[config.mk]
export PLATFORM = sky130hd
export DESIGN_NAME = tpnf_ctrl
export DESIGN_NICKNAME = d
export VERILOG_FILES = /design/src/hw/rtl/tpnf_pkg.sv /design/src/hw/rtl/tpnf_ctrl.sv
export SDC_FILE = /design/constraint.sdc
export NUM_CORES = 1
export LEC_CHECK = 0
export BUFFER_PORTS_ARGS = -buffer_cell sky130_fd_sc_hd__buf_4
export CAP_MARGIN = 15
export CORE_AREA = 2 2 39 41
export CTS_CLUSTER_DIAMETER = 40
export CTS_CLUSTER_SIZE = 40
export DETAILED_ROUTE_END_ITERATION = 8
export DIE_AREA = 0 0 41 43
export PLACE_DENSITY = 0.41
export SYNTH_ARGS = -nofsm -noshare
export SYNTH_HDL_FRONTEND = slang
export SYNTH_SLANG_ARGS = --single-unit
export TNS_END_PERCENT = 30
[constraint.sdc]
create_clock -name clk -period 1.19 [get_ports clk]
set_input_delay 0.357 -clock clk [delete_from_list [all_inputs] [get_ports clk]]
set_output_delay 0.357 -clock clk [all_outputs]
set_load 0.01 [all_outputs]
[src/hw/rtl/tpnf_pkg.sv]
package tpnf_pkg;

  localparam int MAX_WIDTH_DEF  = 1024;
  localparam int MAX_HEIGHT_DEF = 4096;
  localparam int CFG_W_BITS     = 11;
  localparam int CFG_H_BITS     = 13;
  localparam int CFG_DATA_BITS  = 13;
  localparam int WIDTH_RST      = 64;
  localparam int HEIGHT_RST     = 64;
  localparam int RECIP_SHIFT    = 16;

  localparam logic       REG_WIDTH  = 1'b0;
  localparam logic       REG_HEIGHT = 1'b1;
  localparam logic       KIND_PIXEL = 1'b0;
  localparam logic       KIND_FLUSH = 1'b1;
  localparam logic [7:0] OPAQUE     = 8'd255;

  typedef struct packed {
    logic accept;
    logic start;
    logic issue;
    logic accum;
    logic div_step;
    logic load;
  } tpnf_cmd_t;

  typedef struct packed {
    logic emit_req;
    logic tap_last;
    logic ch_last;
    logic out_free;
  } tpnf_sts_t;

  // ceil(2^16 / n); exact quotient for sums below 2^12 and n up to 9
  function automatic logic [16:0] recip(input logic [3:0] n);
    logic [16:0] r;
    begin
      case (n)
        4'd1:    r = 17'd65536;
        4'd2:    r = 17'd32768;
        4'd3:    r = 17'd21846;
        4'd4:    r = 17'd16384;
        4'd5:    r = 17'd13108;
        4'd6:    r = 17'd10923;
        4'd7:    r = 17'd9363;
        4'd8:    r = 17'd8192;
        4'd9:    r = 17'd7282;
        default: r = 17'd0;
      endcase
      return r;
    end
  endfunction

endpackage

[src/hw/rtl/tpnf_ctrl.sv]
module tpnf_ctrl
  import tpnf_pkg::*;
(
  input  logic      clk,
  input  logic      rst_n,
  input  logic      in_tvalid,
  output logic      in_tready,
  input  tpnf_sts_t sts,
  output tpnf_cmd_t cmd
);

  localparam logic [2:0] S_IDLE = 3'd0;
  localparam logic [2:0] S_ADDR = 3'd1;
  localparam logic [2:0] S_DATA = 3'd2;
  localparam logic [2:0] S_DIV  = 3'd3;
  localparam logic [2:0] S_DONE = 3'd4;

  logic [2:0] state_r, state_nxt;

  assign in_tready = (state_r == S_IDLE);

  always_comb begin
    state_nxt    = state_r;
    cmd          = '0;
    cmd.accept   = in_tvalid && (state_r == S_IDLE);
    unique case (state_r)
      S_IDLE: begin
        if (cmd.accept && sts.emit_req) begin
          cmd.start = 1'b1;
          state_nxt = S_ADDR;
        end
      end
      S_ADDR: begin
        cmd.issue = 1'b1;
        state_nxt = S_DATA;
      end
      S_DATA: begin
        cmd.accum = 1'b1;
        state_nxt = sts.tap_last ? S_DIV : S_ADDR;
      end
      S_DIV: begin
        cmd.div_step = 1'b1;
        if (sts.ch_last) begin
          state_nxt = S_DONE;
        end
      end
      S_DONE: begin
        if (sts.out_free) begin
          cmd.load  = 1'b1;
          state_nxt = S_IDLE;
        end
      end
      default: state_nxt = S_IDLE;
    endcase
  end

  always_ff @(posedge clk) begin
    if (!rst_n) begin
      state_r <= S_IDLE;
    end else begin
      state_r <= state_nxt;
    end
  end

  a_start_from_idle: assert property (@(posedge clk) disable iff (!rst_n)
    cmd.start |=> state_r == S_ADDR)
    else $error("emit did not enter tap walk");
  a_load_to_idle: assert property (@(posedge clk) disable iff (!rst_n)
    cmd.load |=> state_r == S_IDLE)
    else $error("load did not return to idle");
  a_one_cmd: assert property (@(posedge clk) disable iff (!rst_n)
    $onehot0({cmd.issue, cmd.accum, cmd.div_step, cmd.load}))
    else $error("overlapping datapath commands");

endmodule

==> run summary <==
status: finished with violations
violated checks: setup timing
Synth top area share: 28.6%
worst-margin pin slew: 0.162 ns
Post-synth EDFFs: 0
Hold Fails Final Rpt: 0
Final Net Count: 53
PortBufs: 13
n_diodes: 0
DIE WIDTH: 41 microns
GRT overflow: 0
Syn Area/Cell: 8.76 sq um
pin count of the biggest net entering global routing: 10
Top Registers: state_r x3
Gate Count Post-Synth: 24
DP Wirelength: 492 microns
most common cell after layout, fill and taps aside: buf_4
final WL: 687 microns
clock share of power: 45.2%
first-pass GRT wire length: 1210 microns
cell accounting for the most synthesized area: dfxtp_1
Initial Utilization: 15.2%
DP Cell Count: 55
Post-Syn Area: 210 sq um
unrepaired setup endpoints after global routing: true
most frequent cells in the layout: buf_4, clkbuf_4, buf_6, dfxtp_4
Vias/cell: 4.25
Vert. Die Dim: 43 microns
min cycle time layout: 1.45 ns
vias in the first global route: 302
Max Clk Rate: 0.691 GHz
R2R setup slack: 0.01 ns
core outline area: 1380 sq um
min-delay worst type: primary input to flip-flop
clk_lat worst skew: 0.24 ns
Ports: 14
Max clock buf depth: 2
area grow syn2layout: 104%
Clock Skew: 0.0116 ns
Max VDD drop: 0.409 mV
antenna violations before repair: 0
asr flop ratio synth: 0%
Setup Crit Path Kind: flip-flop to primary output
Seq/Total Area, Yosys: 28.6%
Biggest register: state_r
top cells by area, synth: dfxtp_1, nand3b_1, or2b_1, buf_6, a21bo_2
DR DRC count: 0
max reg flops: 3
register share of total power: 27.3%
Total GRT Usage: 10.2%
Hold Slack: 0.388 ns
internal power: 0.302 mW
final period utilization: 122%
Non-Filler Instances: 61
yosys warns: 0
die area: 1760 sq um
pre-CTS setup slack: -0.0422 ns
TritonCTS buffer count: 3
Worst setup SP type: flip-flop
Clock Sinks: 3
clk root buf: clkbuf_4
Logic pwr share: 27.4%
WL/cell: 11.3 microns
DR iter-0 viols: 0
Row Count: 14
DRT Pass-1 Iters: 1
commonest register cell after synthesis: dfxtp_1
switch share: 27.4%
fin worst setup slack: -0.257 ns
Max Slew Vio Count: 0
layout cells sized above 1: 68.9%
post-synth cell types: 19
CTS tree: yes
Fillers: 153
Yosys reg bits: 3
Arr. time, crit path: 1.09 ns
post-route ant nets: 0
syn nets: 31
Setup Viol. Count Final: 7
crit path capture type: primary output
PwrDens: 970 nW/um^2
Via Count: 259
Util after Layout: 31.0%
RD Place Congestion: 0.794
setup_tns: -1.55 ns
leakage power: 0.197 nW
Slew headroom: 89.2%
P_sw: 0.114 mW
clk slew on worst S/H paths: 0.05 ns
CP Max Fanout: 3
Max Cap Viol: 0
Worst Path Required: 0.83 ns
H-tree depth: 1
## final timing paths
check	from	to	depth (start not counted)
worst max register to register	state_r[1]$_SDFFE_PN0P_	state_r[2]$_SDFFE_PN0P_	3
worst min-delay path	rst_n	state_r[2]$_SDFFE_PN0P_	2
worst max-delay path	state_r[1]$_SDFFE_PN0P_	cmd[4]	3
worst min register to register	state_r[0]$_SDFFE_PN0P_	state_r[2]$_SDFFE_PN0P_	2
## metal layers
layer,global-route usage [%],part of all wire [%]
met1,9.97,36
met2,15.9,57
met3,2.62,4.5
met4,10.0,2.0
met5,0,0
## what timing repair did
item / 4_1_cts / 5_1_grt
endpoints found under the hold margin: 0 / 0
hold buffers: 0 / 0
cloned: 0 / 0
buffers inserted: 2 / 0
setup endpoints to repair: 8 / 8
gates resized for setup: 9 / 1
pin swaps: 4 / 2
## critical path, stage by stage (launching register included)
cell and delay, ns:
dfxtp_4 0.35, nor3_4 0.20, and3_4 0.20, buf_6 0.09
## logic make-up (layout without fill, tap and decap cells)
family | count (synthesis) | count (layout) | share of synthesized area, %
buf+inv | 2 | 23 | 8.93
flops | 3 | 3 | 28.6
simple gates | 15 | 15 | 48.8
compound gates | 4 | 4 | 13.7
## metrics by stage
stage,instance area [sq um],power (mW)
2_1_floorplan,228,0.165
3_3_place_gp,357,0.218
3_5_place_dp,357,0.219
4_1_cts,427,0.416
5_1_grt,429,0.430
6_report,429,0.416
## synthesized netlist by cell type, drive strengths merged (2+ instances only)
library cell  number
dfxtp              3
nand3b             2
nor3               2
or2b               2
buf                2
## cell type report
class                   instances  area [sq um]  area share, %
clock buffers                   4          26.3           6.12
repair buffers                 19           154           35.9
flip-flops and latches          3          71.3           16.6
well taps                      16          20.0           4.66
multi-input cells              19           158           36.7
## power groups by stage
stage                     combinational, mW  clock (mW)  sequential (mW)
after CTS                             0.114       0.187            0.115
after global routing                  0.124       0.191            0.115
final                                 0.114       0.188            0.114
after floorplan                      0.0498           0            0.115
after detailed placement             0.0998           0            0.119
after global placement               0.0984           0            0.119
Note: power is estimated with default switching activity, not from simulation.
